[src/hdl/pvsc_pkg.sv]
// Shared types, codes and arithmetic helpers for the peak/valley step counter.
`timescale 1ns / 1ps

package pvsc_pkg;

    // Field widths
    localparam int unsigned ModeW  = 2;
    localparam int unsigned AccelW = 12;
    localparam int unsigned SumW   = 14;
    localparam int unsigned CountW = 16;
    localparam int unsigned StyleW = 2;
    localparam int unsigned ThrW   = 14;
    localparam int unsigned CfgIdxW = 2;
    localparam int unsigned CfgDataW = 14;
    localparam int unsigned DirW   = 2;

    // Item modes
    localparam logic [ModeW-1:0] MODE_SAMPLE  = 2'd0;
    localparam logic [ModeW-1:0] MODE_CLEAR   = 2'd1;
    localparam logic [ModeW-1:0] MODE_RESTART = 2'd2;

    // Direction tracker codes
    localparam logic [DirW-1:0] DIR_UNDET = 2'd0;
    localparam logic [DirW-1:0] DIR_RISE  = 2'd1;
    localparam logic [DirW-1:0] DIR_FALL  = 2'd2;

    // Configuration register indexes
    localparam logic [CfgIdxW-1:0] REG_STYLE = 2'd0;
    localparam logic [CfgIdxW-1:0] REG_WALK  = 2'd1;
    localparam logic [CfgIdxW-1:0] REG_RUN   = 2'd2;

    // Style code that selects the walk threshold; all others select run
    localparam logic [StyleW-1:0] STYLE_WALK = 2'd0;

    // Reset values of the thresholds
    localparam logic [ThrW-1:0] WALK_THR_RST = 14'd200;
    localparam logic [ThrW-1:0] RUN_THR_RST  = 14'd150;

    // Reciprocal of ten, scaled by 2^19; exact floor for any 16-bit dividend
    localparam logic [15:0] RECIP10 = 16'd52429;

    // One input beat as held in the input register
    typedef struct packed {
        logic [ModeW-1:0]  mode;
        logic [AccelW-1:0] accel_x;
        logic [AccelW-1:0] accel_y;
        logic [AccelW-1:0] accel_z;
    } pvsc_item_t;

    // Control passed from the top level to the filter and tracker
    typedef struct packed {
        logic             adv;
        logic [ModeW-1:0] mode;
    } pvsc_ctrl_t;

    // floor(x / 10) for a dividend up to 40950, result fits 12 bits
    function automatic logic [AccelW-1:0] div10(input logic [15:0] x);
        logic [31:0] prod;
        prod = x * RECIP10;
        return prod[30:19];
    endfunction

endpackage

[src/hdl/pvsc_filter.sv]
// Three-axis first-order smoothing filter and axis sum.
`timescale 1ns / 1ps

module pvsc_filter
    import pvsc_pkg::*;
(
    input  logic                clk,
    input  logic                rst_n,
    input  pvsc_ctrl_t          ctrl,
    input  pvsc_item_t          item,
    output logic [SumW-1:0]     sum_next
);

    logic [AccelW-1:0] smooth_reg  [3];
    logic [AccelW-1:0] smooth_next [3];
    logic [AccelW-1:0] raw         [3];
    logic [AccelW-1:0] sample_val  [3];

    // New filter value per axis: (raw + 9*old) / 10
    always_comb
    begin
        raw[0] = item.accel_x;
        raw[1] = item.accel_y;
        raw[2] = item.accel_z;
        for (int i = 0; i < 3; i++)
        begin
            sample_val[i] = div10({4'd0, raw[i]}
                                  + {1'b0, smooth_reg[i], 3'd0}
                                  + {4'd0, smooth_reg[i]});
        end
    end

    // Select next filter state by mode
    always_comb
    begin
        for (int i = 0; i < 3; i++)
        begin
            unique case (ctrl.mode)
                MODE_SAMPLE:  smooth_next[i] = sample_val[i];
                MODE_RESTART: smooth_next[i] = '0;
                default:      smooth_next[i] = smooth_reg[i];
            endcase
        end
    end

    // Sum of the three smoothed axes after this beat
    assign sum_next = {2'd0, smooth_next[0]} + {2'd0, smooth_next[1]}
                    + {2'd0, smooth_next[2]};

    // Filter state
    always_ff @(posedge clk or negedge rst_n)
    begin
        if (!rst_n)
        begin
            for (int i = 0; i < 3; i++)
            begin
                smooth_reg[i] <= '0;
            end
        end
        else if (ctrl.adv)
        begin
            for (int i = 0; i < 3; i++)
            begin
                smooth_reg[i] <= smooth_next[i];
            end
        end
    end

    // Restart leaves all three axes at zero
    a_restart_clears: assert property (@(posedge clk) disable iff (!rst_n)
        ctrl.adv && (ctrl.mode == MODE_RESTART) |=>
        (smooth_reg[0] == '0) && (smooth_reg[1] == '0) && (smooth_reg[2] == '0))
        else $error("filter not cleared after restart");

endmodule

[src/hdl/pvsc_tracker.sv]
// Peak/valley direction tracker and step count.
`timescale 1ns / 1ps

module pvsc_tracker
    import pvsc_pkg::*;
(
    input  logic                clk,
    input  logic                rst_n,
    input  pvsc_ctrl_t          ctrl,
    input  logic [SumW-1:0]     sum,
    input  logic [ThrW-1:0]     limit,
    output logic [CountW-1:0]   steps_next,
    output logic                hit
);

    logic [SumW-1:0]   prev_reg,   prev_next;
    logic [SumW-1:0]   valley_reg, valley_next;
    logic [SumW-1:0]   peak_reg,   peak_next;
    logic [DirW-1:0]   dir_reg,    dir_next;
    logic [CountW-1:0] steps_reg;
    logic [SumW:0]     swing;
    logic              swing_ok;

    // Swing against the previous sum, which becomes the valley on a turn
    assign swing    = {1'b0, peak_reg} - {1'b0, prev_reg};
    assign swing_ok = !swing[SumW] && (swing[SumW-1:0] > limit);

    // Tracker next state
    always_comb
    begin
        prev_next   = prev_reg;
        valley_next = valley_reg;
        peak_next   = peak_reg;
        dir_next    = dir_reg;
        steps_next  = steps_reg;
        hit         = 1'b0;
        unique case (ctrl.mode)
            MODE_SAMPLE:
            begin
                prev_next = sum;
                if (prev_reg == '0)
                begin
                    // seed both levels
                    valley_next = sum;
                    peak_next   = sum;
                end
                else if (dir_reg == DIR_UNDET)
                begin
                    if (sum > prev_reg)
                    begin
                        dir_next    = DIR_RISE;
                        valley_next = prev_reg;
                    end
                    else
                    begin
                        dir_next  = DIR_FALL;
                        peak_next = prev_reg;
                    end
                end
                else if (dir_reg == DIR_RISE)
                begin
                    if (sum < prev_reg)
                    begin
                        peak_next = prev_reg;
                        dir_next  = DIR_FALL;
                    end
                end
                else if (dir_reg == DIR_FALL)
                begin
                    // valley-to-rise turn: candidate step
                    if (sum > prev_reg)
                    begin
                        valley_next = prev_reg;
                        dir_next    = DIR_RISE;
                        if (swing_ok)
                        begin
                            steps_next = steps_reg + 1'b1;
                            hit        = 1'b1;
                        end
                    end
                end
            end
            MODE_CLEAR:
            begin
                steps_next = '0;
            end
            MODE_RESTART:
            begin
                prev_next = '0;
                dir_next  = DIR_UNDET;
            end
            default:
            begin
                steps_next = steps_reg;
            end
        endcase
    end

    // Tracker state
    always_ff @(posedge clk or negedge rst_n)
    begin
        if (!rst_n)
        begin
            prev_reg   <= '0;
            valley_reg <= '0;
            peak_reg   <= '0;
            dir_reg    <= DIR_UNDET;
            steps_reg  <= '0;
        end
        else if (ctrl.adv)
        begin
            prev_reg   <= prev_next;
            valley_reg <= valley_next;
            peak_reg   <= peak_next;
            dir_reg    <= dir_next;
            steps_reg  <= steps_next;
        end
    end

    // A step only on a falling-to-rising turn of a sample
    a_hit_on_turn: assert property (@(posedge clk) disable iff (!rst_n)
        hit |-> (ctrl.mode == MODE_SAMPLE) && (dir_reg == DIR_FALL) && (sum > prev_reg))
        else $error("step counted outside a valley turn");

    // A counted step advances the count by exactly one
    a_hit_counts: assert property (@(posedge clk) disable iff (!rst_n)
        ctrl.adv && hit |=> steps_reg == $past(steps_reg) + 16'd1)
        else $error("step count did not advance by one");

endmodule

[src/hdl/peak_valley_step_counter_top.sv]
// Top level of the peak/valley step counter: handshake, config and result registers.
//
//  channel   direction  handshake               payload
//  in        input      in_valid / in_stall     mode, accel_x, accel_y, accel_z
//  out       output     out_valid / out_stall   step_count, step_detected, filtered_sum
//  cfg       input      cfg_we                  cfg_index, cfg_data
//
//  One beat per cycle unless out stalls; each beat passes the input and result registers.
//  The filter divide-by-ten multiply and the swing compare set the single-cycle path.
//  Reset clears filters, tracker, count, valid flags and loads threshold defaults.
//  A stall on out backs up through the result and input registers to in_stall.
`timescale 1ns / 1ps

module peak_valley_step_counter_top
    import pvsc_pkg::*;
(
    input  logic                clk,
    input  logic                rst_n,
    input  logic                in_valid,
    output logic                in_stall,
    input  logic [ModeW-1:0]    mode,
    input  logic [AccelW-1:0]   accel_x,
    input  logic [AccelW-1:0]   accel_y,
    input  logic [AccelW-1:0]   accel_z,
    output logic                out_valid,
    input  logic                out_stall,
    output logic [CountW-1:0]   step_count,
    output logic                step_detected,
    output logic [SumW-1:0]     filtered_sum,
    input  logic                cfg_we,
    input  logic [CfgIdxW-1:0]  cfg_index,
    input  logic [CfgDataW-1:0] cfg_data
);

    logic [StyleW-1:0] style_reg;
    logic [ThrW-1:0]   walk_reg;
    logic [ThrW-1:0]   run_reg;
    logic [ThrW-1:0]   limit;

    pvsc_item_t        item_reg;
    logic              in_valid_reg, in_valid_next;
    logic              out_valid_reg, out_valid_next;
    logic [CountW-1:0] step_count_reg;
    logic              step_detected_reg;
    logic [SumW-1:0]   filtered_sum_reg;

    logic              in_accept;
    logic              out_free;
    logic              advance;
    pvsc_ctrl_t        ctrl;
    logic [SumW-1:0]   sum_next;
    logic [CountW-1:0] steps_next;
    logic              hit;

    // Configuration registers
    always_ff @(posedge clk or negedge rst_n)
    begin
        if (!rst_n)
        begin
            style_reg <= STYLE_WALK;
            walk_reg  <= WALK_THR_RST;
            run_reg   <= RUN_THR_RST;
        end
        else if (cfg_we)
        begin
            unique case (cfg_index)
                REG_STYLE: style_reg <= cfg_data[StyleW-1:0];
                REG_WALK:  walk_reg  <= cfg_data[ThrW-1:0];
                REG_RUN:   run_reg   <= cfg_data[ThrW-1:0];
                default:   style_reg <= style_reg;
            endcase
        end
    end

    assign limit = (style_reg != STYLE_WALK) ? run_reg : walk_reg;

    // Flow control: input register feeds result register
    assign out_free       = !out_valid_reg || !out_stall;
    assign advance        = in_valid_reg && out_free;
    assign in_stall       = in_valid_reg && !out_free;
    assign in_accept      = in_valid && !in_stall;
    assign in_valid_next  = in_accept || (in_valid_reg && !advance);
    assign out_valid_next = advance || (out_valid_reg && out_stall);

    always_ff @(posedge clk or negedge rst_n)
    begin
        if (!rst_n)
        begin
            in_valid_reg  <= 1'b0;
            out_valid_reg <= 1'b0;
        end
        else
        begin
            in_valid_reg  <= in_valid_next;
            out_valid_reg <= out_valid_next;
        end
    end

    // Input beat register
    always_ff @(posedge clk)
    begin
        if (in_accept)
        begin
            item_reg.mode    <= mode;
            item_reg.accel_x <= accel_x;
            item_reg.accel_y <= accel_y;
            item_reg.accel_z <= accel_z;
        end
    end

    assign ctrl.adv  = advance;
    assign ctrl.mode = item_reg.mode;

    pvsc_filter u_filter
    (
        .clk      (clk),
        .rst_n    (rst_n),
        .ctrl     (ctrl),
        .item     (item_reg),
        .sum_next (sum_next)
    );

    pvsc_tracker u_tracker
    (
        .clk        (clk),
        .rst_n      (rst_n),
        .ctrl       (ctrl),
        .sum        (sum_next),
        .limit      (limit),
        .steps_next (steps_next),
        .hit        (hit)
    );

    // Result register
    always_ff @(posedge clk)
    begin
        if (advance)
        begin
            step_count_reg    <= steps_next;
            step_detected_reg <= hit;
            filtered_sum_reg  <= sum_next;
        end
    end

    assign out_valid     = out_valid_reg;
    assign step_count    = step_count_reg;
    assign step_detected = step_detected_reg;
    assign filtered_sum  = filtered_sum_reg;

    // A held input beat is never dropped while the result side is blocked
    a_in_hold: assert property (@(posedge clk) disable iff (!rst_n)
        in_valid_reg && !out_free |=> in_valid_reg)
        else $error("input beat lost while blocked");

    // A new result appears only after the input register moved into it
    a_out_source: assert property (@(posedge clk) disable iff (!rst_n)
        $rose(out_valid_reg) |-> $past(advance))
        else $error("result valid without an advancing beat");

endmodule
[config.mk]
export PLATFORM = sky130hd
export DESIGN_NAME = peak_valley_step_counter_top
export DESIGN_NICKNAME = d
export VERILOG_FILES = /design/src/hdl/pvsc_pkg.sv /design/src/hdl/pvsc_filter.sv /design/src/hdl/pvsc_tracker.sv /design/src/hdl/peak_valley_step_counter_top.sv
export SDC_FILE = /design/constraint.sdc
export NUM_CORES = 1
export LEC_CHECK = 0
export BUFFER_PORTS_ARGS = -buffer_cell sky130_fd_sc_hd__buf_2
export CAP_MARGIN = 40
export CORE_MARGIN = 2
export CORE_UTILIZATION = 40
export DETAILED_ROUTE_END_ITERATION = 6
export GPL_TIMING_DRIVEN = 1
export PLACE_DENSITY = 0.57
export RECOVER_POWER = 25
export SLEW_MARGIN = 40
export SYNTH_ARGS = -nofsm -noshare
export SYNTH_HDL_FRONTEND = slang
export SYNTH_SLANG_ARGS = --single-unit
[constraint.sdc]
create_clock -name clk -period 14.6 [get_ports clk]
set_input_delay 1.46 -clock clk [delete_from_list [all_inputs] [get_ports clk]]
set_output_delay 1.46 -clock clk [all_outputs]
set_load 0.01 [all_outputs]
# After elaboration in Yosys (flattened, before gate mapping)
# Index checks and enable logic that the tools add are counted.
totals:
  inputBits: 59
  output_inout_bits: 33
  word_cells: 105
  ff_bits: 183
classes:
  eq_ne: 11
  bitwise: 3
  multipliers: 3
  n_lt_le_gt_ge: 3
  n_addsub: 10
  muxes: 26
  reduce_logical: 30
ops:
  columns: ["operator", "count"]
  rows:
  - ["$mux 16", 6]
  - ["$mul 16x16->31 const B", 3]
  - ["$mux 14", 6]
  - ["$pmux 12 s2", 3]
  - ["$add 12x15->16", 3]
  - ["$add 16x12->16", 3]
  - ["$pmux 16 s2", 1]
  - ["$gt 14x14->1", 2]
  - ["$pmux 14 s2", 1]
  - ["$add 16x1->16 const B", 1]
  - ["$sub 14x14->15", 1]
  - ["$add 14x12->14", 1]
  - ["$logic_not 14->1", 1]
  - ["$lt 14x14->1", 1]
  - ["$mux 2", 7]
  - ["$add 12x12->13", 1]
  - ["$ne 4x1->1 const B", 2]
  - ["$reduce_and 2->1", 4]
  - ["$eq 2x1->1 const B", 3]
  - ["$eq 2x2->1 const B", 3]
  - ["$logic_and 1x1->1", 6]
  - ["$logic_not 1->1", 6]
  - ["$logic_not 2->1", 3]
  - ["$reduce_and 6->1", 1]
  - ["11 further kinds", 17]

# Longest topological paths before layout
# Gate-level depths: netlist of the first run.
depth:
  ltp_word: 13
  depth_mapped: 66
  mapped_depth_nobuf: 64

# Cells and area by module
# A second synthesis of the first run with hierarchy kept.
unflattened:
  cells_unflattened: 2537
  area_unflattened_um2: 25476.9
modules_own_cells:
  columns: ["module", "cells_each", "instances", "area_per_inst_um2", "seq_area_each_um2"]
  rows:
  - ["pvsc_filter", 1901, 1, 17979.7, 900.9]
  - ["pvsc_tracker", 478, 1, 3920.0, 1151.1]
  - ["peak_valley_step_counter_top", 158, 1, 3577.2, 2881.5]

# Least setup slack after synthesis of the first run
# Ideal clock, no wire load.
synth_path:
  kind: "register to register"
  from: "register u_filter.smooth_reg[12] (netlist name)"
  to: "register u_tracker.steps_reg[15]"
  stages_incl_launch_ff: 66
  t_arrival_ns: 13.098
  path_buffers: 1
  path_slack_ns: 1.433
  required_time_ns: 14.531
  setup_time_ns: 0.069
  period_less_slack_ns: 13.167
  path_cell_list: "dfrtp_1 -> inv_1 -> fa_1 -> inv_1 -> ha_1 -> nor2b_1 -> o21ai_0 -> a21boi_0 -> o21ai_0 -> a21oi_1 -> o21ai_0 -> a21boi_0 -> o21ai_0 -> a21oi_1 -> a211oi_1 -> nor2_1 -> ha_1 -> ha_1 -> (+30 left out) -> and3_1 -> a21oi_1 -> o21ai_0 -> o41ai_1 -> o21ba_2 -> a311oi_1 -> ha_1 -> and4_1 -> nand3_1 -> nor3_1 -> or2_2 -> nand4bb_1 -> o21ba_2 -> buf_2 -> nand4_2 -> or3_1 -> or3_1 -> nand3_1"
synth_lines:
  columns: ["element", "line", "rtl"]
  rows:
  - ["start, declared", "pvsc_filter.sv:14", "logic [AccelW-1:0] smooth_reg [3];"]
  - ["start signal, assigned by index", "pvsc_filter.sv:64", "smooth_reg[i] <= smooth_next[i];"]
  - ["end signal, assigned", "pvsc_tracker.sv:116", "steps_reg <= steps_next;"]
  - ["end, declared", "pvsc_tracker.sv:20", "logic [CountW-1:0] steps_reg;"]

==> results of run 1 <==
## area by class of cell
type	count	area, um2
clock buffer	17	425.4
clock inverter	15	212.7
fill	5865	34330
tap	837	1047
sequential	183	4935
multi-input combinational	1742	18080
timing repair buffer	129	733.2
inverter	547	2053
## per-stage QoR
| stage | instances | setup TNS, ns | setup WS, ns | hold WS, ns |
|---|---|---|---|---|
| after floorplan | 2508 | 0 | 1.433 | 0.4563 |
| after global placement | 3437 | 0 | 0.6046 | 0.4733 |
| after detailed placement | 3437 | 0 | 0.1101 | 0.4779 |
| after CTS | 3469 | 0 | 0.06501 | 0.4896 |
| after global routing | 3470 | -0.1999 | -0.06538 | 0.5156 |
| final | 3470 | 0 | 0.7043 | 0.4836 |
## worst max-delay path: cells and delay by family, from the launching register on
family | cells | cell delay [ns]
AO/OA/AOI/OAI | 23 | 4.95
adder cells (fa/ha/maj) | 11 | 4.43
AND/OR/NAND/NOR | 14 | 2.71
XOR/XNOR | 3 | 0.60
buffers and inverters | 6 | 0.51
flip-flops | 1 | 0.42
multiplexers | 1 | 0.22
## cell families (layout without fill, tap and decap cells)
group	count (synthesis)	in the layout	synth area share, %
AO/OA/AOI/OAI	424	424	11.32
XOR/XNOR	135	135	4.774
flip-flops	183	183	19.69
AND/OR/NAND/NOR	374	374	7.317
buffers and inverters	583	708	8.740
multiplexers	50	50	2.163
adder cells (fa/ha/maj)	759	759	46.00
## cells in the final DEF (no fill, tap or decap), types with 85 or more instances in the layout
cell type  instances
nor2_1            90
nand2_1          109
xnor2_1           87
a21oi_1           95
inv_1            546
ha_1             489
dfrtp_1          106
buf_2             85
fa_1             270
o21ai_0           91
## worst paths after layout
kind,startpoint,to,slack (ns),cells after the start
worst min register to register,in_valid_reg$_DFF_PN0_,out_valid$_DFF_PN0_,0.48,1
worst max register to register,u_filter.smooth_reg[24]$_DFFE_PN0P_,u_tracker.steps_reg[15]$_DFFE_PN0P_,0.70,58
min in group asynchronous,rst_n,out_valid$_DFF_PN0_,2.34,1
max in group asynchronous,rst_n,u_filter.smooth_reg[24]$_DFFE_PN0P_,9.99,2
worst max-delay path,u_filter.smooth_reg[24]$_DFFE_PN0P_,u_tracker.steps_reg[15]$_DFFE_PN0P_,0.70,58
worst min-delay path,in_valid_reg$_DFF_PN0_,out_valid$_DFF_PN0_,0.48,1
## routing by layer
layer,share of wire [%],routed length (um)
met1,45,27870
met3,3.2,1950
met2,49,29970
met5,0.021,13
met4,2.5,1541
## what timing repair did
item	4_1_cts	5_1_grt
buffers inserted	0	1
endpoints found under the setup margin	0	49
resized for setup	0	28
==> results.yml, run 1 <==
outcome:
  status: "complete, but fails checks"
  violations: "max-capacitance violations, max-slew violations"
clocking:
  clk_pin_slew_ns: 0.08
  cts_root_buffer: "clkbuf_16"
  numCtsBuffers: 17
  cts.sinks: 183
  ctsLongestPathBuffers: 2
  cts_tree: "done"
  htree_levels: 4
  clk_latency_ns: 0.45
  cts_hold_buf: 0
synth:
  synth_common_cells: "inv_1, ha_1, fa_1, nand2_1, dfrtp_1"
  syn_area_mm2: 0.02505
  yosysUniqueCellTypes: 72
  yosysWarnings: 0
  yosysMostFrequentCell: "inv_1"
  yosys.area.top_type: "ha_1"
  syn-num-nets: 3326
  synth_seq_cells: 183
  synth_area_leaders: "ha_1, fa_1, dfrtp_1, edfxtp_1, inv_1"
  synth_cells: 2508
  synth-async-reset-ratio_pct: 62.30
  synth_edf_count: 69
  synth_seq_area_share_pct: 19.69
  synth_ff_type: "dfrtp_1"
  yosysTopAreaCellShare_pct: 24.42
  syn_avg_cell_area_um2: 9.989
placed_design:
  port_buffers: 91
  hpwlAfterDp_um: 52190
  place_area_mm2: 0.02673
  place.gp.congestion: 0.9123
finish:
  stdcell_area_mm2: 0.02749
  diodes: 0
  synthToLayoutAreaGrowth_pct: 9.734
  nets: 3438
  fin_util_pct: 44.47
  drive_gt1_share_pct: 9.077
die:
  die_y_um: 254.3
  die_area_mm2: 0.06465
  ioPinCount: 92
  initial_core_util_pct: 40.52
  core_mm2: 0.06183
  die_w_um: 254.3
  row_count: 91
critical_path:
  start_kind: "register"
  slowest_delay_ns: 0.52
  critPathKind: "register to register"
  required_ns: 14.99
  path_max_fanout: 8
  worst_setup_path_end_kind: "register"
  crit_top_cell: "ha_1"
  cp_slowest_cell: "fa_1"
  arrival_ns: 14.28
worst_hold_path:
  min_path_type: "register to register"
grt:
  grt_util_all_layers_pct: 19.75
  grt_pass1_vias: 19000
  grt_pass1_wl_um: 100100
  busiest_layer: "met2"
  grtUsageMet1_pct: 25.84
  grtUsageMet2_pct: 34.57
  grt_overflow: 0
  antenna_found_initial: 1
  use_met3_pct: 2.051
  grt_max_degree: 69
sta:
  fin_crit_ns: 13.90
  fin_skew_ns: 0.01418
  hold_viol: 0
  relSlewSlack_pct: -159.1
  setup_viol: 0
  fin_crit_sh_pct: 95.18
  fmax_mhz: 71.96
  drv_slew: 69
  worst_pin_slew_ns: 3.887
route:
  drt-total-wl_um: 61340
  viasPerCell: 5.082
  via_count: 17630
  dr.first_iter.drc_count: 789
  remaining_drc_errors: 0
  wl_per_cell_um: 17.68
  ant_nets: 0
  firstDrtPassIters: 5
flow_run:
  max_cap_viol_count: 1
Power of run 1 is left out: the tool's default activity adds up to more than one toggle a clock period on the data nets, which glitch-free logic cannot reach.
==> inputs of run 2 (changes only) <==
--- a/config.mk
+++ b/config.mk
@@ -7,12 +7,15 @@
 export LEC_CHECK = 0
 export BUFFER_PORTS_ARGS = -buffer_cell sky130_fd_sc_hd__buf_2
 export CAP_MARGIN = 40
+export CELL_PAD_IN_SITES_DETAIL_PLACEMENT = 0
+export CELL_PAD_IN_SITES_GLOBAL_PLACEMENT = 1
 export CORE_MARGIN = 2
 export CORE_UTILIZATION = 40
 export DETAILED_ROUTE_END_ITERATION = 6
 export GPL_TIMING_DRIVEN = 1
-export PLACE_DENSITY = 0.57
+export PLACE_DENSITY = 0.68
 export RECOVER_POWER = 25
+export REMOVE_ABC_BUFFERS = 1
 export SLEW_MARGIN = 40
 export SYNTH_ARGS = -nofsm -noshare
 export SYNTH_HDL_FRONTEND = slang
==> run 2 against run 1 <==
  * The run still ends with max-capacitance violations, max-slew violations left
  * Maximum frequency rose by 2.4%
  * Sequential share of layout area barely moved
  * Routed wire length barely moved
==> results.yml, run 2 (synthesis results as in run 1) <==
outcome:
  status: "complete, but fails checks"
  violations: "max-capacitance violations, max-slew violations"
die:
  die_y_um: 254.3
  die_area_mm2: 0.06465
  initial_core_util_pct: 40.52
  die_w_um: 254.3
  row_count: 91
  core_mm2: 0.06183
  ioPinCount: 92
flow_run:
  max_cap_viol_count: 2
grt:
  grt_pass1_vias: 18730
  grt_pass1_wl_um: 100500
  grtUsageMet1_pct: 26.88
  antenna_found_initial: 0
  grtUsageMet2_pct: 34.11
  use_met3_pct: 2.837
  grt_overflow: 0
  busiest_layer: "met2"
  grt_util_all_layers_pct: 20.01
  grt_max_degree: 73
critical_path:
  worst_setup_path_end_kind: "register"
  path_max_fanout: 5
  required_ns: 15.02
  slowest_delay_ns: 0.51
  cp_slowest_cell: "fa_1"
  critPathKind: "register to register"
  start_kind: "register"
  arrival_ns: 13.99
sta:
  fin_setup_tns_ns: 0
  worst_pin_slew_ns: 4.072
  rsz0062_at_grt: "no"
  setup_viol: 0
  hold_viol: 0
  fmax_mhz: 73.67
  relSlewSlack_pct: -171.5
  fin_skew_ns: 0.01647
  fin_crit_ns: 13.57
  drv_slew: 117
  fin_crit_sh_pct: 92.97
clocking:
  clk_pin_slew_ns: 0.08
  cts.sinks: 183
  ctsLongestPathBuffers: 2
  clk_latency_ns: 0.48
  htree_levels: 4
  cts_tree: "done"
  cts_root_buffer: "clkbuf_16"
  numCtsBuffers: 17
route:
  drt-total-wl_um: 61290
  via_count: 17660
  remaining_drc_errors: 0
  ant_nets: 0
  dr.first_iter.drc_count: 1000
  wl_per_cell_um: 17.64
  firstDrtPassIters: 5
  viasPerCell: 5.084
finish:
  diodes: 0
  layout_commonest_cell: "inv_1"
  n_fill_cell: 5921
  nets: 3442
  drive_gt1_share_pct: 8.874
  synthToLayoutAreaGrowth_pct: 9.404
  layout_common_cells: "inv_1, ha_1, fa_1"
worst_hold_path:
  min_path_type: "register to register"
placed_design:
  port_buffers: 91
  hpwlAfterDp_um: 52170
  place.gp.congestion: 0.9147
run 2: cell types whose count changed in the layout (fill, tap and decap cells not counted), sizes merged:
cell,previous run,this run
bufinv,3,0
inv,552,554
clkinvlp,0,1
clkbuf,23,29
buf,123,124
clkinv,7,4
run 2: cell type report:
type                    instances  area [um2]  share of cell area [%]
clock inverters                12       128.9                  0.4702
multi-input cells            1742       18040                   65.81
inverters                     547        2053                   7.491
clock buffers                  20       450.4                   1.643
repair buffers                133       757.0                   2.762
flip-flops and latches        183        4933                   18.00
well taps                     837        1047                   3.821
run 2: worst max-delay path, delay by kind of cell, from the launching register on:
kind | cells | cell delay [ns]
AOI/OAI and AO/OA | 26 | 4.78
adders and majority gates | 12 | 4.55
and+or+nand+nor | 15 | 2.62
xor gates and xnor gates | 3 | 0.57
buffers and inverters | 8 | 0.56
DFF | 1 | 0.42
run 2: through the flow:
| step | utilization, % | hold WS [ns] | cell area (um2) | setup slack [ns] | std cells |
|---|---|---|---|---|---|
| 3_5_place_dp | 43.24 | 0.4776 | 26730 | 0.2469 | 3440 |
| 3_3_place_gp | 43.24 | 0.4676 | 26730 | 0.7689 | 3440 |
| 5_1_grt | 44.33 | 0.5093 | 27410 | 0.007711 | 3474 |
| 4_1_cts | 44.18 | 0.4961 | 27310 | 0.1993 | 3472 |
| 2_1_floorplan | - | 0.4563 | 24920 | 1.484 | 2472 |
| 6_report | 44.33 | 0.4891 | 27410 | 1.026 | 3474 |
run 2: timing repair:
action | 4_1_cts | 5_1_grt
endpoints found under the hold margin | 0 | 0
setup buffers | 0 | 2
endpoints found under the setup margin | 0 | 49
gates resized for setup | 0 | 24
hold buffers | 0 | 0
run 2: routing by layer:
layer	wire (um)	vias up
li1	-	8615
met1	28960	8765
met2	29520	237
met3	1872	46
met4	942	0
met5	0	-
run 2: final timing paths:
path | start | to | slack (ns) | cells after the start
min in group asynchronous | rst_n | run_reg[3]$_DFFE_PN0P_ | 1.70 | 1
setup reg to reg | u_filter.smooth_reg[15]$_DFFE_PN0P_ | u_tracker.steps_reg[15]$_DFFE_PN0P_ | 1.03 | 64
setup / recovery | u_filter.smooth_reg[15]$_DFFE_PN0P_ | u_tracker.steps_reg[15]$_DFFE_PN0P_ | 1.03 | 64
hold reg to reg | u_tracker.peak_reg[7]$_DFFE_PN0P_ | u_tracker.peak_reg[7]$_DFFE_PN0P_ | 0.49 | 2
hold / removal | u_tracker.peak_reg[7]$_DFFE_PN0P_ | u_tracker.peak_reg[7]$_DFFE_PN0P_ | 0.49 | 2
max in group asynchronous | rst_n | u_filter.smooth_reg[25]$_DFFE_PN0P_ | 8.09 | 2
Power of run 2 is left out for the same reason.
